===== config.mk =====
export PLATFORM = sky130hd
export DESIGN_NAME = lligr_fifo
export DESIGN_NICKNAME = d
export VERILOG_FILES = /design/src/rtl/core/lligr_pkg.sv /design/src/rtl/core/lligr_fifo.sv
export SDC_FILE = /design/constraint.sdc
export NUM_CORES = 1
export LEC_CHECK = 0
export BUFFER_PORTS_ARGS = -buffer_cell sky130_fd_sc_hd__buf_4
export CORE_ASPECT_RATIO = 2
export CORE_UTILIZATION = 30
export CTS_CLUSTER_DIAMETER = 60
export DETAILED_ROUTE_END_ITERATION = 16
export MAX_ROUTING_LAYER = met4
export PLACE_DENSITY = 0.53
export SYNTH_ARGS = -nofsm -noshare
export SYNTH_HDL_FRONTEND = slang
export SYNTH_SLANG_ARGS = --single-unit

===== constraint.sdc =====
create_clock -name aclk -period 2.31 [get_ports aclk]
set_input_delay 0.231 -clock aclk [delete_from_list [all_inputs] [get_ports aclk]]
set_output_delay 0.231 -clock aclk [all_outputs]
set_load 0.01 [all_outputs]

===== src/rtl/core/lligr_pkg.sv =====
// Shared types and constants for the linear layer input-gradient block.
// Used by the front end, the command queue, the back end and the top level.
`timescale 1ns / 1ps

package lligr_pkg;

    // default sizes of the stored matrix
    localparam int IN_MAX_DEF  = 64;
    localparam int OUT_MAX_DEF = 128;

    // depth of the command queue between front and back
    localparam int QUEUE_DEPTH = 4;

    // configuration register indexes
    localparam logic [7:0] REG_IN_DIM  = 8'd0;
    localparam logic [7:0] REG_OUT_DIM = 8'd1;

    // register reset values
    localparam logic [6:0] IN_DIM_RESET  = 7'd64;
    localparam logic [7:0] OUT_DIM_RESET = 8'd128;

    // input opcodes
    localparam logic OP_LOAD = 1'b0;
    localparam logic OP_GRAD = 1'b1;

    // command kinds handed from front to back
    typedef enum logic [1:0] {
        CMD_LOAD = 2'd0,
        CMD_GRAD = 2'd1,
        CMD_END  = 2'd2
    } cmd_kind_t;

    typedef struct packed {
        cmd_kind_t   kind;
        logic        last;
        logic [5:0]  row;
        logic [6:0]  col;
        logic [31:0] value;
    } cmd_t;

    // clamped dimensions from the register file
    typedef struct packed {
        logic [6:0] n_in;
        logic [7:0] n_out;
    } dims_t;

endpackage


===== src/rtl/core/lligr_fifo.sv =====
// Short command queue between the front end and the back end.
// Depends on lligr_pkg for the command type.
`timescale 1ns / 1ps

module lligr_fifo
    import lligr_pkg::*;
#(
    parameter int DEPTH = QUEUE_DEPTH
) (
    input  logic aclk,
    input  logic aresetn,
    input  logic push,
    input  cmd_t push_cmd,
    output logic full,
    input  logic pop,
    output cmd_t pop_cmd,
    output logic empty
);

    localparam int PW = (DEPTH > 1) ? $clog2(DEPTH) : 1;
    localparam int CW = $clog2(DEPTH + 1);

    cmd_t          mem [DEPTH];
    logic [PW-1:0] wr_ptr_reg;
    logic [PW-1:0] rd_ptr_reg;
    logic [CW-1:0] count_reg;
    logic          do_push;
    logic          do_pop;

    assign full    = (32'(count_reg) == DEPTH);
    assign empty   = (count_reg == '0);
    assign do_push = push && !full;
    assign do_pop  = pop && !empty;
    assign pop_cmd = mem[rd_ptr_reg];

    // storage
    always_ff @(posedge aclk) begin
        if (do_push) begin
            mem[wr_ptr_reg] <= push_cmd;
        end
    end

    // pointers and fill count
    always_ff @(posedge aclk) begin
        if (!aresetn) begin
            wr_ptr_reg <= '0;
            rd_ptr_reg <= '0;
            count_reg  <= '0;
        end else begin
            if (do_push) begin
                wr_ptr_reg <= (32'(wr_ptr_reg) == DEPTH - 1) ? '0 : wr_ptr_reg + 1'b1;
            end
            if (do_pop) begin
                rd_ptr_reg <= (32'(rd_ptr_reg) == DEPTH - 1) ? '0 : rd_ptr_reg + 1'b1;
            end
            if (do_push && !do_pop) begin
                count_reg <= count_reg + 1'b1;
            end else if (do_pop && !do_push) begin
                count_reg <= count_reg - 1'b1;
            end
        end
    end

endmodule


==> run metrics <==
Post-Syn Nets=360; R2R Path Start=count_reg[2]; number of diodes=0; number of enable flip-flop cells after synthesis=192; Area after DPL=between 8000 and 9000 um2; DR iter-0 viols=117; top-count cell post-synth=edfxtp_1; setup violators final=0; Worst Clk Skew=0.01030 ns; wire per inst=18.86 um; drt pass-1 iters=4; H-tree Lvls=1; CTS Root Buffer Type=clkbuf_16; Worst-path clk slew=0.07 ns; sequential share of the synthesized area=80.42%; PwrDens=between 1000 and 1500 nW/um2; area delta synth->final=32.46%; VDD IR-drop max=0.4714 mV; Critical path origin=count_reg[2]; Synth cell types=24; Fillers=between 2000 and 2500; Synth area leaders=edfxtp_1, mux4_2, dfxtp_1; DRT Wirelength=14.61 mm; number of remaining DRC errors=0; Slew HR=69.38%; CP Launch Type=flop; post-synthesis cell area=between 7000 and 8000 um2; Finished Cell Area=around 10000 um2; largest family of logic cells by synthesized area=multiplexers; top-area cell type share of the netlist area=just under 80%; GP Congestion=0.6596; Synth top cells by count=edfxtp_1, mux4_2, dfxtp_1, ha_1, nand2_1; clk buf depth=3; fin crit share=91.90%; share of cells above drive strength 1=41.39%; gr usage total=12.28%; first-pass GRT wire length=22.39 mm; I/O Buffers=roughly 100; Clock Latency Late Sink=0.49 ns; simple-gate portion of the synthesized area=~1.4%; CP required=around 2.7 ns; Die Ht=224.0 um; Via-to-Cell Ratio=4.619; R2R setup slack=0.19 ns; r2r endpoint=count_reg[2]; starting density of the core=between 30% and 40%; row count=80; adder-cell share of the synthesized area=1.286%; routed vias=~3600; Worst Reg-to-Reg Cells=8; Die ar.=~25000 um2; Synth area leader=edfxtp_1; status=finished clean; Detail Route Antenna Nets=0; initial antenna violation count=0; Synth Area per Inst=24.56 um2; ys flop type=edfxtp_1; crit-path max FO=5; Tmin final=2.123 ns; crit path capture=count_reg[2]; GRT overflow=0; max-slew violations=0; Die Width=113.0 um; asr flop ratio synth=0%; largest net degree at the start of global routing=39; final net count=535; static leakage=3.321 nW; Post-Syn Instances=301; Core Region=24020 um2; compound-gate portion of the synthesized area=0.4062%; RSZ-0062 raised after global routing=no; mux contribution to synthesized area=15.03%; MaxCap Viol Count=0; Worst Max-Slew Pin Slew=~0.46 ns; Yosys warning count=0; Num CTS Buffers=19; xor and xnor area share after synthesis=0.2369%; # IOs=102; Max Clk Rate=between 0.4 and 0.5 GHz; vias in the first global route=4053; critical path class=reg -> reg; WP data arrival=approximately 2.5 ns; hold crit path type=in -> reg; crit end category=flop; Hold Violations, Final=0; CTS tree=done; Yosys reg bits=201; setup_tns=0 ns; Sink Count=201; DP Wirelength=about 9.3 mm; Largest register FFs=192
## report_power, final
group / internal, W / total, W / switching (W) / leakage, nW
registers: 0.00444 / 0.00460 / 0.000158 / 1.84
logic: 0.00142 / 0.00258 / 0.00116 / 1.19
clock network: 0.00185 / 0.00314 / 0.00128 / 0.294
total: 0.00771 / 0.0103 / 0.00260 / 3.32
## worst min-delay path by stage
stage	from	endpoint	cells after the start
6_report	aresetn	count_reg[0]	2
5_1_grt	aresetn	count_reg[0]	2
4_1_cts	aresetn	count_reg[0]	2
3_5_place_dp	push_cmd[34]	mem[2][34]	1
3_3_place_gp	push_cmd[12]	mem[0][12]	1
2_1_floorplan	push_cmd[0]	mem[0][0]	0
## cells in the final DEF, fill, tap and decap left out, drive strengths merged
| cell type | synthesis | final |
|---|---|---|
| a21boi | 1 | 1 |
| and2 | 5 | 5 |
| buf | 9 | 118 |
| bufinv | 0 | 3 |
| clkbuf | 3 | 22 |
| clkinv | 0 | 4 |
| clkinvlp | 0 | 3 |
| dfxtp | 9 | 9 |
| dlygate4sd3 | 0 | 48 |
| edfxtp | 192 | 192 |
| fa | 1 | 1 |
| ha | 6 | 6 |
| inv | 3 | 4 |
| mux2i | 3 | 3 |
| mux4 | 48 | 48 |
| nand2 | 6 | 6 |
| nand3 | 2 | 2 |
| nor2 | 2 | 2 |
| nor2b | 2 | 2 |
| nor3 | 1 | 1 |
| nor3b | 1 | 1 |
| o21ai | 3 | 3 |
| o31ai | 1 | 1 |
| or3 | 1 | 1 |
| xnor2 | 1 | 1 |
| xor2 | 1 | 1 |
## through the flow
stage | setup slack (ns) | total power [W] | std cells | hold WS (ns) | util [%]
floorplan | 0.2077 | 0.006038 | 301 | 0.3299 | -
global placement | 0.2988 | 0.007195 | 692 | 0.4307 | 36.07
detailed placement | 0.1198 | 0.007251 | 692 | 0.4352 | 36.07
CTS | 0.09688 | 0.01051 | 775 | 0.03869 | 40.73
global route | 0.02673 | 0.01079 | 775 | 0.04890 | 40.77
finish | 0.1871 | 0.01032 | 775 | 0.05925 | 40.77
## worst max-delay path, cell delays in order (launching register included)
cell and delay, ns:
dfxtp_1 0.34, nor3b_1 0.16, nor2b_1 0.17, ha_1 0.23, inv_1 0.07, fa_1 0.37, xor2_1 0.18, or3_1 0.30
a21boi_0 0.20
## metal layers
metal,share of wire (%),global-route usage (%),routed length (um)
met1,36,12.20,5240
met2,58,23.23,8425
met3,3.5,1.786,516
met4,2.9,5.475,431
met5,0,-,0
## cells by family (layout without fill, tap and decap cells)
| family | count (synthesis) | count (layout) |
|---|---|---|
| flip-flops | 201 | 201 |
| multiplexers | 51 | 51 |
| adder cells (fa/ha/maj) | 7 | 7 |
| buffers and inverters | 15 | 202 |
| XOR/XNOR | 2 | 2 |
| AO/OA/AOI/OAI | 5 | 5 |
| AND/OR/NAND/NOR | 20 | 20 |
## timing repair
action | CTS | global route
endpoints found under the hold margin | 192 | 0
resized for setup | 0 | 3
endpoints found under the setup margin | 8 | 1
hold buffers | 48 | 0
setup buffers | 2 | 0
pin swaps | 0 | 0
cloned | 0 | 0
## final cells by class
cell class / instances / area, um2 / share of cell area [%]
clock inverters: 11 / 137.6 / 1.405
repair buffers: 166 / 1479 / 15.10
inverters: 3 / 11.26 / 0.1150
flip-flops and latches: 201 / 5953 / 60.79
well taps: 287 / 359.1 / 3.667
multi-input cells: 85 / 1366 / 13.95
clock buffers: 22 / 486.7 / 4.970
Power figures use the tool's default switching activity.
