## config.mk

```make
export PLATFORM = sky130hd
export DESIGN_NAME = lligr_front
export DESIGN_NICKNAME = d
export VERILOG_FILES = /design/src/rtl/core/lligr_pkg.sv /design/src/rtl/core/lligr_front.sv
export SDC_FILE = /design/constraint.sdc
export NUM_CORES = 1
export LEC_CHECK = 0
export BUFFER_PORTS_ARGS = -buffer_cell sky130_fd_sc_hd__buf_4
export CAP_MARGIN = 10
export CORE_ASPECT_RATIO = 2
export CORE_MARGIN = 2
export CORE_UTILIZATION = 35
export DETAILED_ROUTE_END_ITERATION = 10
export PLACE_DENSITY = 0.83
export SYNTH_ARGS = -nofsm -noshare
export SYNTH_HDL_FRONTEND = slang
export SYNTH_SLANG_ARGS = --single-unit
```

## constraint.sdc

```tcl
create_clock -name aclk -period 2.9 [get_ports aclk]
set_input_delay 0.58 -clock aclk [delete_from_list [all_inputs] [get_ports aclk]]
set_output_delay 0.58 -clock aclk [all_outputs]
set_load 0.01 [all_outputs]
```

## src/rtl/core/lligr_pkg.sv

```systemverilog
// Shared types and constants for the linear layer input-gradient block.
// Used by the front end, the command queue, the back end and the top level.
`timescale 1ns / 1ps

package lligr_pkg;

    // default sizes of the stored matrix
    localparam int IN_MAX_DEF  = 64;
    localparam int OUT_MAX_DEF = 128;

    // depth of the command queue between front and back
    localparam int QUEUE_DEPTH = 4;

    // configuration register indexes
    localparam logic [7:0] REG_IN_DIM  = 8'd0;
    localparam logic [7:0] REG_OUT_DIM = 8'd1;

    // register reset values
    localparam logic [6:0] IN_DIM_RESET  = 7'd64;
    localparam logic [7:0] OUT_DIM_RESET = 8'd128;

    // input opcodes
    localparam logic OP_LOAD = 1'b0;
    localparam logic OP_GRAD = 1'b1;

    // command kinds handed from front to back
    typedef enum logic [1:0] {
        CMD_LOAD = 2'd0,
        CMD_GRAD = 2'd1,
        CMD_END  = 2'd2
    } cmd_kind_t;

    typedef struct packed {
        cmd_kind_t   kind;
        logic        last;
        logic [5:0]  row;
        logic [6:0]  col;
        logic [31:0] value;
    } cmd_t;

    // clamped dimensions from the register file
    typedef struct packed {
        logic [6:0] n_in;
        logic [7:0] n_out;
    } dims_t;

endpackage

```

## src/rtl/core/lligr_front.sv

```systemverilog
// Front end: configuration registers, input handshake and item classification.
// Depends on lligr_pkg; feeds lligr_fifo.
`timescale 1ns / 1ps

module lligr_front
    import lligr_pkg::*;
#(
    parameter int IN_MAX  = IN_MAX_DEF,
    parameter int OUT_MAX = OUT_MAX_DEF
) (
    input  logic        aclk,
    input  logic        aresetn,
    input  logic        s_tvalid,
    output logic        s_tready,
    input  logic [47:0] s_tdata,
    input  logic        s_tlast,
    input  logic [0:0]  s_tuser,
    input  logic        cfg_valid,
    output logic        cfg_ready,
    input  logic [7:0]  cfg_index,
    input  logic [7:0]  cfg_data,
    output logic        push,
    output cmd_t        push_cmd,
    input  logic        full,
    output dims_t       dims
);

    logic [6:0]  in_dim_reg;
    logic [7:0]  out_dim_reg;
    logic [5:0]  row;
    logic [6:0]  col;
    logic [31:0] value;
    logic        keep;

    assign cfg_ready = 1'b1;

    // register writes
    always_ff @(posedge aclk) begin
        if (!aresetn) begin
            in_dim_reg  <= IN_DIM_RESET;
            out_dim_reg <= OUT_DIM_RESET;
        end else if (cfg_valid && cfg_ready) begin
            if (cfg_index == REG_IN_DIM) begin
                in_dim_reg <= cfg_data[6:0];
            end else if (cfg_index == REG_OUT_DIM) begin
                out_dim_reg <= cfg_data;
            end
        end
    end

    // saturate dimensions to the stored matrix; zero is raised to one
    always_comb begin
        if (in_dim_reg == 7'd0) begin
            dims.n_in = 7'd1;
        end else if (32'(in_dim_reg) > IN_MAX) begin
            dims.n_in = 7'(IN_MAX);
        end else begin
            dims.n_in = in_dim_reg;
        end
        if (out_dim_reg == 8'd0) begin
            dims.n_out = 8'd1;
        end else if (32'(out_dim_reg) > OUT_MAX) begin
            dims.n_out = 8'(OUT_MAX);
        end else begin
            dims.n_out = out_dim_reg;
        end
    end

    assign row   = s_tdata[5:0];
    assign col   = s_tdata[12:6];
    assign value = s_tdata[44:13];

    // classify the item; dropped items need no back-end work
    always_comb begin
        keep           = 1'b0;
        push_cmd.kind  = CMD_LOAD;
        push_cmd.last  = s_tlast;
        push_cmd.row   = row;
        push_cmd.col   = col;
        push_cmd.value = value;
        if (s_tuser[0] == OP_LOAD) begin
            keep = (32'(row) < IN_MAX) && (32'(col) < OUT_MAX);
        end else if ({1'b0, col} < dims.n_out) begin
            keep          = 1'b1;
            push_cmd.kind = CMD_GRAD;
        end else if (s_tlast) begin
            keep          = 1'b1;
            push_cmd.kind = CMD_END;
        end
    end

    assign s_tready = !full;
    assign push     = s_tvalid && s_tready && keep;

endmodule

```

==> qor.txt <==
====================================================================================
Path type of the worst setup path .....................................      reg2out
DRC violations left ...................................................            0
Leading post-synthesis cells by cell area ............................. sky130_fd_sc_hd__buf_4 28%, sky130_fd_sc_hd__dfxtp_1 23%, sky130_fd_sc_hd__ha_1 5.7%
Static Leakage ........................................................    0.6774 nW
Half-perimeter wire length after placement ............................     2.209 mm
Average routed wire per standard cell .................................     12.02 um
Peak supply drop ......................................................     285.7 uV
Data required, critical path ..........................................      2.32 ns
Layout Nets ...........................................................          253
Weighted congestion at the end of routability-driven global placement .       0.6522
Pwr per Cell Area ..................................................... 309.1 nW/um^2
Average footprint of a synthesized cell ...............................  7.765 sq um
Maximum Capacitance Violations ........................................            0
Post-synthesis sequential element count ...............................           15
WP buf/inv ............................................................            1
Part of the cycle the worst path needs ................................       89.16%
Maximum number of buffers from clock root to sink .....................            2
Number of nets with antenna violations after detailed routing .........            0
Boundary Pins .........................................................          137
Cells resized by post-CTS repair ......................................            0
Family with the most delay on the worst path .......................... compound AO/OA/AOI/OAI gates
Largest incremental delay on the critical path ........................      0.38 ns
First-pass GRT wire length ............................................     4.478 mm
Fraction of layout instances using a drive strength above 1 ...........       42.86%
DRT Pass-1 Iters ......................................................            4
Data arrival at the endpoint of the critical path .....................      2.01 ns
Ys async rst share ....................................................           0%
CTS tree ..............................................................        built
List of most frequent post-synthesis cells ............................ 49 x sky130_fd_sc_hd__buf_4, 16 x sky130_fd_sc_hd__nand2_1, 15 x sky130_fd_sc_hd__dfxtp_1
Run status ............................................................ finished, final reports clean
Worst-path fanout max .................................................           14
Post-synth net total ..................................................          247
Hold-fix buffer count after cts .......................................            0
Startpoint Class ......................................................     register
Clk Tree Root Cell .................................................... sky130_fd_sc_hd__clkbuf_8
Type of the worst min-delay path ......................................      reg2reg
Max Clk Rate ..........................................................    386.8 MHz
Tightest hold margin ..................................................    0.4632 ns
Overall overflow remaining after global route .........................            0
Critical path's slowest cell .......................................... sky130_fd_sc_hd__dfxtp_2
Total routed wirelength ...............................................     2.692 mm
Post-synthesis cell type count ........................................           31
Min Clock Period, post-route ..........................................     2.586 ns
Most frequent cell after synthesis .................................... sky130_fd_sc_hd__buf_4
Clk pin slew, worst setup/hold paths ..................................      0.06 ns
Source-to-sink clock delay at the later pin of the worst-skew pair ....      0.25 ns
Initial cell density of the core ......................................       36.59%
Max Clock Skew ........................................................         0 ns
Hold Vio Cnt, Final ...................................................            0
Total via count after detailed routing ................................         1075
Overall die width .....................................................     47.43 um
Die Height ............................................................     90.85 um
Synthesis warning total ...............................................            0
Design Power ..........................................................  0.0004486 W
DRC marker count from the first detailed-route iteration ..............            8
Flip-flop count of the largest register after layout ..................            8
Total core area .......................................................   3607 sq um
Synth top area share ..................................................       27.87%
Final std cell area, no fill ..........................................   1451 sq um
Layout overhead on the synthesized area ...............................       9.952%
Cts bufs inserted .....................................................            3
Antenna diode instance count ..........................................            0
Setup repair after global routing missed its margin ...................           no
Routed vias/inst ......................................................        4.799
Type of destination of the critical path ..............................   output pin
Post-Synthesis Cell Area ..............................................   1320 sq um
Clock sink total ......................................................           15
Cells after synthesis .................................................          170
Largest net degree at the start of global routing .....................           29
Number of max-slew violations in the final report .....................            0
Top flip-flop cell by instance count after synthesis .................. sky130_fd_sc_hd__dfxtp_1
Placement row count ...................................................           31
Vias in the first global route ........................................         1050
# port buffers ........................................................           56
Worst-path cell chain ................................................. nand2b_1 -> ha_1 -> a211oi_1 -> nor3_1 -> o22ai_1 -> o311a_1 -> buf_4
Number of antenna violations at the first check in global routing .....            0
Die area ..............................................................   4309 sq um
Total setup buffers inserted after CTS ................................            0
Synth area leader ..................................................... sky130_fd_sc_hd__buf_4
Setup TNS Final .......................................................         0 ns
Instance area at placement ............................................   1405 sq um
Overall Global Routing Usage ..........................................       13.85%
H-Tree Level Count ....................................................            1
Final setup viols .....................................................            0
Share of the yosys chip area belonging to registers ...................       22.75%
Count of flip-flops with a built-in enable after synthesis ............            0
====================================================================================
==> metrics by stage <==
| step | worst slack [ns] | instances | util, % |
|---|---|---|---|
| finish | 0.3144 | 224 | 40.24 |
| floorplan | 0.6069 | 170 | - |
| CTS | 0.1492 | 224 | 40.20 |
| global placement | 0.4105 | 220 | 38.95 |
| global route | 0.1214 | 224 | 40.24 |
| detailed placement | 0.3995 | 220 | 38.95 |
==> kinds of logic (layout without fill, tap and decap cells) <==
kind of cell    count (synthesis)  count (layout)  synth area share, %
other cells                     1               1               0.2841
fa+ha+maj                       6               6                5.687
mux                             2               2                1.517
buf+inv                        66              71                33.93
compound gates                 23              23                12.04
simple gates                   57              57                23.79
flops                          15              15                22.75
==> power breakdown <==
group | internal (W) | total [W] | leakage [nW] | switching (W)
Combinational | 0.0000429 | 0.0000749 | 0.534 | 0.0000320
Sequential | 0.000206 | 0.000207 | 0.120 | 0.000000262
Clock | 0.0000973 | 0.000167 | 0.0228 | 0.0000697
==> layout by cell type (no fill, tap or decap), drive strengths merged, types with 3 or more instances in the layout <==
cell type	n
a21oi	3
ha	6
nor2	7
nand3	13
dfxtp	15
clkbuf	4
nor2b	5
nand2b	6
nand2	16
o21ai	14
buf	57
inv	10
==> per-layer routing <==
metal / vias to the layer above / global-route usage [%] / part of all wire [%]
li1: 521 / - / -
met1: 475 / 12.99 / 35
met2: 52 / 23.20 / 51
met3: 27 / 1.800 / 8.5
met4: 0 / 12.27 / 6.4
met5: - / 0 / 0
==> cell type report <==
class,instances,area [sq um]
fillers,374,2156
multi-input cells,89,578.1
repair buffers,57,427.9
flip-flops and latches,15,301.5
well taps,49,61.31
clock buffers,4,45.04
inverters,10,37.54
==> final timing paths <==
kind,cells after the start,from,end,slack [ns]
worst max-delay path,7,out_dim_reg[7],push,0.31
worst min-delay path,2,in_dim_reg[0],in_dim_reg[0],0.46
worst max register to register,2,out_dim_reg[7],out_dim_reg[7],2.18
worst min register to register,2,in_dim_reg[0],in_dim_reg[0],0.46
==> tightest hold or removal path: cells and delay by family, from the launching register on <==
family | cells | cell delay (ns)
flip-flops | 1 | 0.31
AND/OR/NAND/NOR | 1 | 0.05
AO/OA/AOI/OAI | 1 | 0.06
(Power assumes the default switching activity.)
